===== src/rtl/spq_pkg.sv =====
// spq_pkg: shared types and constants for the sorted priority queue
// depends on nothing; used by spq_cell and sorted_priority_queue_core
package spq_pkg;

    localparam int QUEUE_DEPTH = 16;
    localparam int COUNT_W     = $clog2(QUEUE_DEPTH + 1);

    localparam logic CMD_INSERT = 1'b0;
    localparam logic CMD_REMOVE = 1'b1;

    localparam logic [1:0] ST_OK    = 2'd0;
    localparam logic [1:0] ST_EMPTY = 2'd1;
    localparam logic [1:0] ST_FULL  = 2'd2;

    typedef struct packed {
        logic        cmd;
        logic [31:0] item_in;
        logic [31:0] priority_in;
    } spq_in_t;

    typedef struct packed {
        logic [31:0] item_out;
        logic [31:0] priority_out;
        logic [1:0]  status;
        logic        is_empty;
        logic [4:0]  entry_count;
    } spq_out_t;

    typedef struct packed {
        logic [31:0] item;
        logic [31:0] prio;
    } spq_entry_t;

    // per-cycle command broadcast to every cell
    typedef struct packed {
        logic ins;
        logic rem;
    } spq_cell_ctrl_t;

endpackage


===== src/rtl/sorted_priority_queue_core.sv =====
// sorted_priority_queue_core: bounded min-priority queue as a row of sorted shift cells
// an accepted request word gives its response word in the output register in the next cycle
// throughput: one request per cycle while responses are taken; every cell compares against the new priority in parallel
// the response register frees as it is taken, so requests flow while responses drain
// reset: entry count and response valid clear; slot contents are left as they are
// depends on spq_pkg and spq_cell
module sorted_priority_queue_core (
    input  logic             clk,
    input  logic             rst_n,
    input  logic             req_valid,
    output logic             req_ready,
    input  spq_pkg::spq_in_t req,
    output logic             rsp_valid,
    input  logic             rsp_ready,
    output spq_pkg::spq_out_t rsp
);

    localparam int DEPTH = spq_pkg::QUEUE_DEPTH;
    localparam int CW    = spq_pkg::COUNT_W;

    // occupancy and response register
    logic [CW-1:0]     count_reg;
    logic [CW-1:0]     count_next;
    logic              rsp_valid_reg;
    logic              rsp_valid_next;
    spq_pkg::spq_out_t rsp_reg;
    spq_pkg::spq_out_t rsp_next;

    // chain wiring
    spq_pkg::spq_entry_t cell_entry [DEPTH];
    logic [DEPTH-1:0]    cell_stay;
    logic [DEPTH-1:0]    cell_occ;
    spq_pkg::spq_cell_ctrl_t ctrl;
    spq_pkg::spq_entry_t new_entry;

    logic accept;
    logic full;
    logic empty;
    logic [CW+4:0] count_ext;

    // response register frees when empty or being taken this cycle
    assign req_ready = !rsp_valid_reg || rsp_ready;
    assign accept    = req_valid && req_ready;
    assign rsp_valid = rsp_valid_reg;
    assign rsp       = rsp_reg;

    assign full  = (count_reg == CW'(DEPTH));
    assign empty = (count_reg == '0);

    assign new_entry.item = req.item_in;
    assign new_entry.prio = req.priority_in;

    // dropped inserts and empty removes leave the chain untouched
    assign ctrl.ins = accept && (req.cmd == spq_pkg::CMD_INSERT) && !full;
    assign ctrl.rem = accept && (req.cmd == spq_pkg::CMD_REMOVE) && !empty;

    // slot i holds a live entry when it sits below the count
    genvar gi;
    generate
        for (gi = 0; gi < DEPTH; gi++)
        begin : g_cell
            assign cell_occ[gi] = (CW'(gi) < count_reg);

            spq_cell u_cell (
                .clk         (clk),
                .ctrl        (ctrl),
                .new_entry   (new_entry),
                .left_entry  ((gi == 0) ? new_entry : cell_entry[(gi == 0) ? 0 : gi - 1]),
                .right_entry ((gi == DEPTH - 1) ? cell_entry[gi]
                                                : cell_entry[(gi == DEPTH - 1) ? gi : gi + 1]),
                .occupied    (cell_occ[gi]),
                .left_stay   ((gi == 0) ? 1'b1 : cell_stay[(gi == 0) ? 0 : gi - 1]),
                .entry       (cell_entry[gi]),
                .stay        (cell_stay[gi])
            );
        end
    endgenerate

    always_comb
    begin
        count_next = count_reg;
        if (ctrl.ins)
            count_next = count_reg + CW'(1);
        else if (ctrl.rem)
            count_next = count_reg - CW'(1);
    end

    // entry_count is the low five bits of the new occupancy
    assign count_ext = {5'b0, count_next};

    always_comb
    begin
        rsp_valid_next = rsp_valid_reg;
        rsp_next       = rsp_reg;
        if (accept)
        begin
            rsp_valid_next        = 1'b1;
            rsp_next.item_out     = '0;
            rsp_next.priority_out = '0;
            rsp_next.status       = spq_pkg::ST_OK;
            if (req.cmd == spq_pkg::CMD_INSERT)
            begin
                if (full)
                    rsp_next.status = spq_pkg::ST_FULL;
            end
            else if (empty)
            begin
                rsp_next.status = spq_pkg::ST_EMPTY;
            end
            else
            begin
                // head of the chain is always the smallest priority
                rsp_next.item_out     = cell_entry[0].item;
                rsp_next.priority_out = cell_entry[0].prio;
            end
            rsp_next.is_empty    = (count_next == '0);
            rsp_next.entry_count = count_ext[4:0];
        end
        else if (rsp_ready)
        begin
            rsp_valid_next = 1'b0;
        end
    end

    always_ff @(posedge clk or negedge rst_n)
    begin
        if (!rst_n)
        begin
            count_reg     <= '0;
            rsp_valid_reg <= 1'b0;
        end
        else
        begin
            count_reg     <= count_next;
            rsp_valid_reg <= rsp_valid_next;
        end
    end

    // payload register, no reset
    always_ff @(posedge clk)
    begin
        rsp_reg <= rsp_next;
    end

    // occupancy never runs past the chain length
    a_count_bound: assert property (@(posedge clk) disable iff (!rst_n)
        count_reg <= CW'(DEPTH))
        else $error("entry count beyond queue depth");

    // head pair stays in order
    a_head_sorted: assert property (@(posedge clk) disable iff (!rst_n)
        (count_reg >= CW'(2)) |-> (cell_entry[0].prio <= cell_entry[1].prio))
        else $error("chain head out of priority order");

    // a stored insert grows the count by one
    a_insert_count: assert property (@(posedge clk) disable iff (!rst_n)
        ctrl.ins |=> (count_reg == $past(count_reg) + CW'(1)))
        else $error("insert did not grow entry count");

    // remove on an empty queue reports empty and returns zero
    a_empty_remove: assert property (@(posedge clk) disable iff (!rst_n)
        (accept && (req.cmd == spq_pkg::CMD_REMOVE) && empty)
        |=> (rsp_valid_reg && (rsp_reg.status == spq_pkg::ST_EMPTY)
             && (rsp_reg.item_out == '0)))
        else $error("empty remove not flagged");

endmodule


===== src/rtl/spq_cell.sv =====
// spq_cell: one slot of the sorted chain, holds an entry and shifts with its neighbors
// depends on spq_pkg
module spq_cell (
    input  logic                    clk,
    input  spq_pkg::spq_cell_ctrl_t ctrl,
    input  spq_pkg::spq_entry_t     new_entry,
    input  spq_pkg::spq_entry_t     left_entry,
    input  spq_pkg::spq_entry_t     right_entry,
    input  logic                    occupied,
    input  logic                    left_stay,
    output spq_pkg::spq_entry_t     entry,
    output logic                    stay
);

    spq_pkg::spq_entry_t entry_reg;
    spq_pkg::spq_entry_t entry_next;

    // entry keeps its slot on insert when it sorts at or before the new one
    assign stay  = occupied && (entry_reg.prio <= new_entry.prio);
    assign entry = entry_reg;

    always_comb
    begin
        entry_next = entry_reg;
        if (ctrl.ins)
        begin
            if (!stay)
            begin
                // first slot that gives way takes the new word, the rest shift up
                if (left_stay)
                    entry_next = new_entry;
                else
                    entry_next = left_entry;
            end
        end
        else if (ctrl.rem)
        begin
            entry_next = right_entry;
        end
    end

    always_ff @(posedge clk)
    begin
        entry_reg <= entry_next;
    end

endmodule

===== config.mk =====
export PLATFORM = sky130hd
export DESIGN_NAME = sorted_priority_queue_core
export DESIGN_NICKNAME = d
export VERILOG_FILES = /design/src/rtl/spq_pkg.sv /design/src/rtl/sorted_priority_queue_core.sv /design/src/rtl/spq_cell.sv
export SDC_FILE = /design/constraint.sdc
export NUM_CORES = 2
export LEC_CHECK = 0
export BUFFER_PORTS_ARGS = -buffer_cell sky130_fd_sc_hd__buf_4
export CAP_MARGIN = 20
export CORE_UTILIZATION = 40
export CTS_CLUSTER_DIAMETER = 60
export DETAILED_ROUTE_END_ITERATION = 6
export GPL_TIMING_DRIVEN = 0
export RECOVER_POWER = 50
export SETUP_SLACK_MARGIN = 0.4
export SYNTH_ARGS = -nofsm -noshare
export SYNTH_HDL_FRONTEND = slang
export SYNTH_SLANG_ARGS = --single-unit

===== constraint.sdc =====
create_clock -name clk -period 8.32 [get_ports clk]
set_input_delay 0.416 -clock clk [delete_from_list [all_inputs] [get_ports clk]]
set_output_delay 0.416 -clock clk [all_outputs]
set_load 0.03 [all_outputs]

Word level (Yosys, flattened, before mapping)

Index checks and enable logic that the tools add are counted.

Input port bits: 69
Bits in registers: 1,102
Logic and storage cells: 204
Output and inout bits: 74

Reduce and logical (&&, ||, !) cells: 46
Add/sub/neg operators: 2
$lt $le $gt $ge: 32
Bitwise logic cells: 2
Eq/ne operators: 16
Mux-type cells: 67

Operators with widths:

| cell                                                                 | number |
|---|---|
| 64-bit 2-to-1 mux                                                    | 60 |
| 32-bit <= comparator                                                 | 16 |
| 4-bit by 5-bit < comparator with 1-bit output (first input constant) | 8 |
| 2-bit AND reduction                                                  | 16 |
| 2-bit inequality test (second input constant)                        | 15 |
| 1-bit logical AND                                                    | 21 |
| 3-bit by 5-bit < comparator with 1-bit output (first input constant) | 4 |
| 5-bit zero test                                                      | 2 |
| 1-bit by 5-bit < comparator with 1-bit output (first input constant) | 2 |
| 2-bit by 5-bit < comparator with 1-bit output (first input constant) | 2 |
| 5-bit 2-to-1 mux                                                     | 2 |
| 5-bit by 1-bit adder with 5-bit output (second input constant)       | 1 |
| 5-bit equality test (second input constant)                          | 1 |
| 5-bit by 1-bit subtractor with 5-bit output (second input constant)  | 1 |
| 2-bit 2-to-1 mux                                                     | 2 |
| 2-bit nonzero test                                                   | 2 |
| 1-bit zero test                                                      | 3 |
| 1-bit 2-to-1 mux                                                     | 3 |
| 1-bit NOT                                                            | 2 |
| 2-bit OR reduction                                                   | 1 |
| 1-bit logical OR                                                     | 1 |

Logic depth before layout (Yosys ltp)

Depth after elaboration: 8
Depth in mapped cells: 12
Mapped depth without buffers: 9

Hierarchy

Synthesis repeated with hierarchy kept, for this count alone.

Cells, all modules: 6,612
Area total of the unflattened synthesis: 68,284.2 µm²

By module, submodules not included:

| module                          | sequential area each (µm²) | cells an instance | area each (µm²) | instances |
|---|---|---|---|---|
| spq_cell (g_cell[0].u_cell ...) | 1,921.8                    | 399               | 4,062.6         | 15 |
| spq_cell (g_cell[9].u_cell)     | 1,921.8                    | 399               | 4,067.7         | 1 |
| sorted_priority_queue_core      | 2,312.2                    | 228               | 3,276.9         | 1 |

Worst setup path before layout

No wires, ideal clock.

Path kind: input -> register
From: in req[23] in the netlist's numbering
To: reg g_cell[1].u_cell.entry_reg (netlist bit g_cell[1].u_cell.entry[0]), enable pin
Library setup time: 0.574 ns
Arrival: 7.032 ns
Slack: 0.714 ns
Stages: 12
Data required time: 7.746 ns
Buffers on the path: 3
Cells stage by stage: clkbuf_1 > inv_1 > ha_1 > nand4_1 > nor4_1 > o41ai_1 > a31oi_1 > a21oi_1 > and2_1 > clkbuf_1 > clkbuf_1 > o21ai_0

Word-level cells in the longest chain between the ends: 4

RTL lines:

| element                                | line                             | text |
|---|---|---|
| start: declaration                     | sorted_priority_queue_core.sv:12 | `input spq_pkg::spq_in_t req,` |
| 32-bit <= comparator                   | spq_cell.sv:19                   | `assign stay = occupied && (entry_reg.prio <= new_entry.prio);` |
| 1-bit logical AND                      | spq_cell.sv:19                   |  |
| 2-bit inequality test (no source line) | --                               |  |
| 2-bit AND reduction (no source line)   | --                               |  |
| end signal: assignment                 | spq_cell.sv:44                   | `entry_reg <= entry_next;` |
| end: declaration                       | spq_cell.sv:15                   | `spq_pkg::spq_entry_t entry_reg;` |

No other way between the ends.
A chain may end at the register's enable or synchronous reset.

Worst setup path after layout

From: in req[15] in the netlist's numbering
To: reg g_cell[14].u_cell.entry_reg (netlist bit g_cell[14].u_cell.entry[33]), enable pin

Word-level cells in the longest chain between the ends: 4

RTL lines:

| element                                | line |
|---|---|
| 32-bit <= comparator                   | spq_cell.sv:19 |
| 1-bit logical AND                      | spq_cell.sv:19 |
| 2-bit inequality test (no source line) | -- |
| 2-bit AND reduction (no source line)   | -- |
| end signal: assignment                 | spq_cell.sv:44 |
| end: declaration                       | spq_cell.sv:15 |

No other way between the ends.

==> flow_metrics.py <==
metrics = {
    "pwr": {
        "combPwrFrac": 0.313,
        "cellLeakagePower_nw": 25.86,
        "power.switching_mw": 8.091,
        "intPower_mw": 12.96,
        "sw_frac_of_total": 0.3843,
        "power.density_mw_per_mm2": 278.6,
        "power_frac_clock": 0.289,
        "ir_drop_mv": 0.2222,
        "p_seq_frac": 0.398,
    },
    "timing": {
        "fin_crit_sh": 0.8606,
        "setup_tns_ns": 0,
        "fin_skew_ns": 0.02689,
        "hold_viol": 0,
        "max_freq_mhz": 139.7,
        "min_period_ns": 7.160,
        "fin_hold_ws_ns": 0.1332,
        "slew_headroom": -1.298,
        "worst_slack_ns": 1.160,
        "tightest_slew_ns": 3.411,
        "rsz0062_at_grt": "no",
        "maxSlewViolCount": 311,
        "finalSetupViolCount": 0,
    },
    "logic_synthesis": {
        "ys.flop_type": "edfxtp_1",
        "synth_compound_area_frac": 0.1944,
        "postSynthCellCount": 6685,
        "synth_fp_nets": 7269,
        "synth_xor_area_frac": 0.0005267,
        "ys_seq_area_frac": 0.4970,
        "muxShareOfSynthArea": 0.01098,
        "synth_fa_ha_area_frac": 0.09687,
        "synth.most_common_cell": "nand2_1",
        "synth_top_family_by_area": "compound AO/OA/AOI/OAI gates",
        "yosysTopAreaCell": "edfxtp_1",
        "yosys_warnings": 0,
        "yosys-top-cells-count": "nand2_1 (2021), edfxtp_1 (1096), ha_1 (515), o21ai_0 (481), clkbuf_1 (460)",
        "yosysTopAreaCellShare": 0.4948,
        "synth.avg_cell_area_um2": 9.951,
        "ys_ff_latch": 1102,
        "synthArstFlopShare": 0.005445,
        "synth.distinct_cells": 59,
        "synth_edf_count": 1096,
        "synth_area_leaders": "edfxtp_1 (49%), nand2_1 (11%), ha_1 (9.7%)",
        "synth_area_mm2": 0.06652,
        "synthSimpleGateAreaFrac": 0.1559,
    },
    "global_routing": {
        "grt-ovfl-total": 0,
        "grt_pass1_vias": 58977,
        "antenna_found_initial": 35,
        "grt_max_degree": 44,
        "gr-usage-all-layers": 0.3312,
        "grt_pass1_wl_um": 403200,
    },
    "cells_and_area": {
        "layout.nets": 7566,
        "drive_gt1_frac": 0.06873,
        "area_delta_synth_final_pct": 13.60,
        "instances_no_fill": 9299,
        "largest_register_ffs": 1024,
    },
    "worst_setup_path": {
        "cp-start-kind": "input port",
        "max_stage_delay_ns": 1.33,
        "worstPathMaxFanout": 23,
        "cpMostUsedCell": "clkbuf_1",
        "crit_chain": "clkbuf_1, inv_1, ha_1, nand4_1, nor4_1, mux2i_1, a21oi_1, clkbuf_1, clkbuf_1, o21ai_0, buf_16, buf_12",
        "required_ns": 8.84,
        "path_class": "in -> reg",
        "worstPathArrival_ns": 7.68,
        "slowest_stage": "clkbuf_1",
        "crit_path_end_kind": "register",
    },
    "clock_tree": {
        "path_clk_slew_ns": 0.06,
        "cts_max_path_buffers": 3,
        "cts_resized": 0,
        "cts_setup_buffers": 0,
        "cts_htree_levels": 4,
        "cts_root_buf": "clkbuf_16",
        "cts_buffers": 137,
        "cts_tree": "yes",
        "cts_sinks": 1102,
        "insertion_delay_ns": 0.79,
    },
    "status": {
        "status": "finished, violations left",
        "violations": "DRC, capacitance limit, slew limit",
    },
    "floorplanning": {
        "start_util": 0.4032,
        "fp.dieW_um": 409.8,
        "num_rows": 149,
        "core_area_mm2": 0.1650,
        "die_y_um": 409.8,
        "ios": 143,
        "dieArea_mm2": 0.1679,
    },
    "flow_run": {
        "cap_violations": 25,
    },
    "placed_design": {
        "gp_congestion": 1.005,
        "dpl.hpwl_um": 215900,
        "io_buffer_count": 79,
        "post-place-ws_ns": 2.184,
        "dp_cells": 9021,
    },
    "routing": {
        "drc": 34,
        "wl_um": 287500,
        "drtAntennaViolNets": 0,
        "wl_per_cell_um": 30.92,
        "drtIter0Drc": 8213,
        "vias_per_cell": 6.488,
        "num_vias": 60328,
        "drt_pass1_iterations": 7,
    },
    "min_path": {
        "hold_class": "in -> reg",
    },
}
[per-layer routing]
| layer | up-vias | track usage | wire (um) |
|---|---|---|---|
| li1 | 26200 | - | - |
| met4 | 31 | 0.2059 | 19530 |
| met2 | 3891 | 0.4969 | 124000 |
| met5 | - | 0.006322 | 747 |
| met1 | 29376 | 0.4022 | 106000 |
| met3 | 830 | 0.1208 | 37190 |
[cell usage in the layout (no fill, tap or decap), types with 128 or more instances in the layout]
| cell type | n |
|---|---|
| nand2_1 | 2020 |
| edfxtp_1 | 1096 |
| clkbuf_1 | 611 |
| ha_1 | 515 |
| o21ai_0 | 471 |
| o221ai_1 | 448 |
| a32oi_1 | 385 |
| a21oi_1 | 203 |
| clkbuf_16 | 144 |
| nand3_1 | 128 |
[repair_timing]
item,CTS,global route
hold endpoints to repair,7,0
hold buffers,4,0
setup endpoints to repair,0,0
[path summary, 6_finish.rpt]
kind	startpoint	to	slack (ns)	cells past startpoint
worst max-delay path	req[15]	g_cell[14].u_cell.entry[33]	1.16	12
worst min-delay path	req[64]	rsp[7]	0.13	2
worst max register to register	count_reg[0]	g_cell[10].u_cell.entry[6]	1.30	11
worst min register to register	g_cell[15].u_cell.entry[32]	g_cell[14].u_cell.entry[32]	0.53	2
max in group asynchronous	rst_n	count_reg[3]	7.20	3
min in group asynchronous	rst_n	rsp_valid	0.75	3
[stage by stage]
step,cell area [um2],util,total power [mW]
3_5_place_dp,71450,0.4330,14.77
2_1_floorplan,66520,-,11.94
5_1_grt,75530,0.4578,21.61
3_3_place_gp,69850,0.4234,14.54
6_report,75570,0.4580,21.05
4_1_cts,75900,0.4600,20.78
[power groups by stage]
stage | combinational [mW] | sequential (mW) | clock, mW
floorplan | 3.65 | 8.29 | 0
global placement | 5.88 | 8.67 | 0
detailed placement | 6.34 | 8.43 | 0
CTS | 6.38 | 8.32 | 6.08
global route | 6.90 | 8.44 | 6.27
finish | 6.59 | 8.38 | 6.09
[area by class of cell]
cell class / instances / area [um2]
antenna: 24 / 60.06
sequential: 1102 / 33060
clock buffer: 169 / 3697
tap: 2189 / 2739
buffer: 652 / 2674
multi-input combinational: 4873 / 30640
timing repair buffer: 158 / 1767
inverter: 58 / 219.0
fill: 15798 / 89420
clock inverter: 74 / 713.2
[worst max-delay path: cells and delay by family]
kind / cells / cell delay, ns
buf+inv: 6 / 4.06
fa+ha+maj: 1 / 0.59
mux: 1 / 0.16
compound gates: 2 / 1.26
simple gates: 2 / 1.12
[kinds of logic after synthesis]
kind of cell / Yosys count
simple gates: 2492
compound gates: 1797
flops: 1102
buf+inv: 710
fa+ha+maj: 515
mux: 65
xor+xnor: 4
No activity file was read; power rests on OpenSTA's default activity.
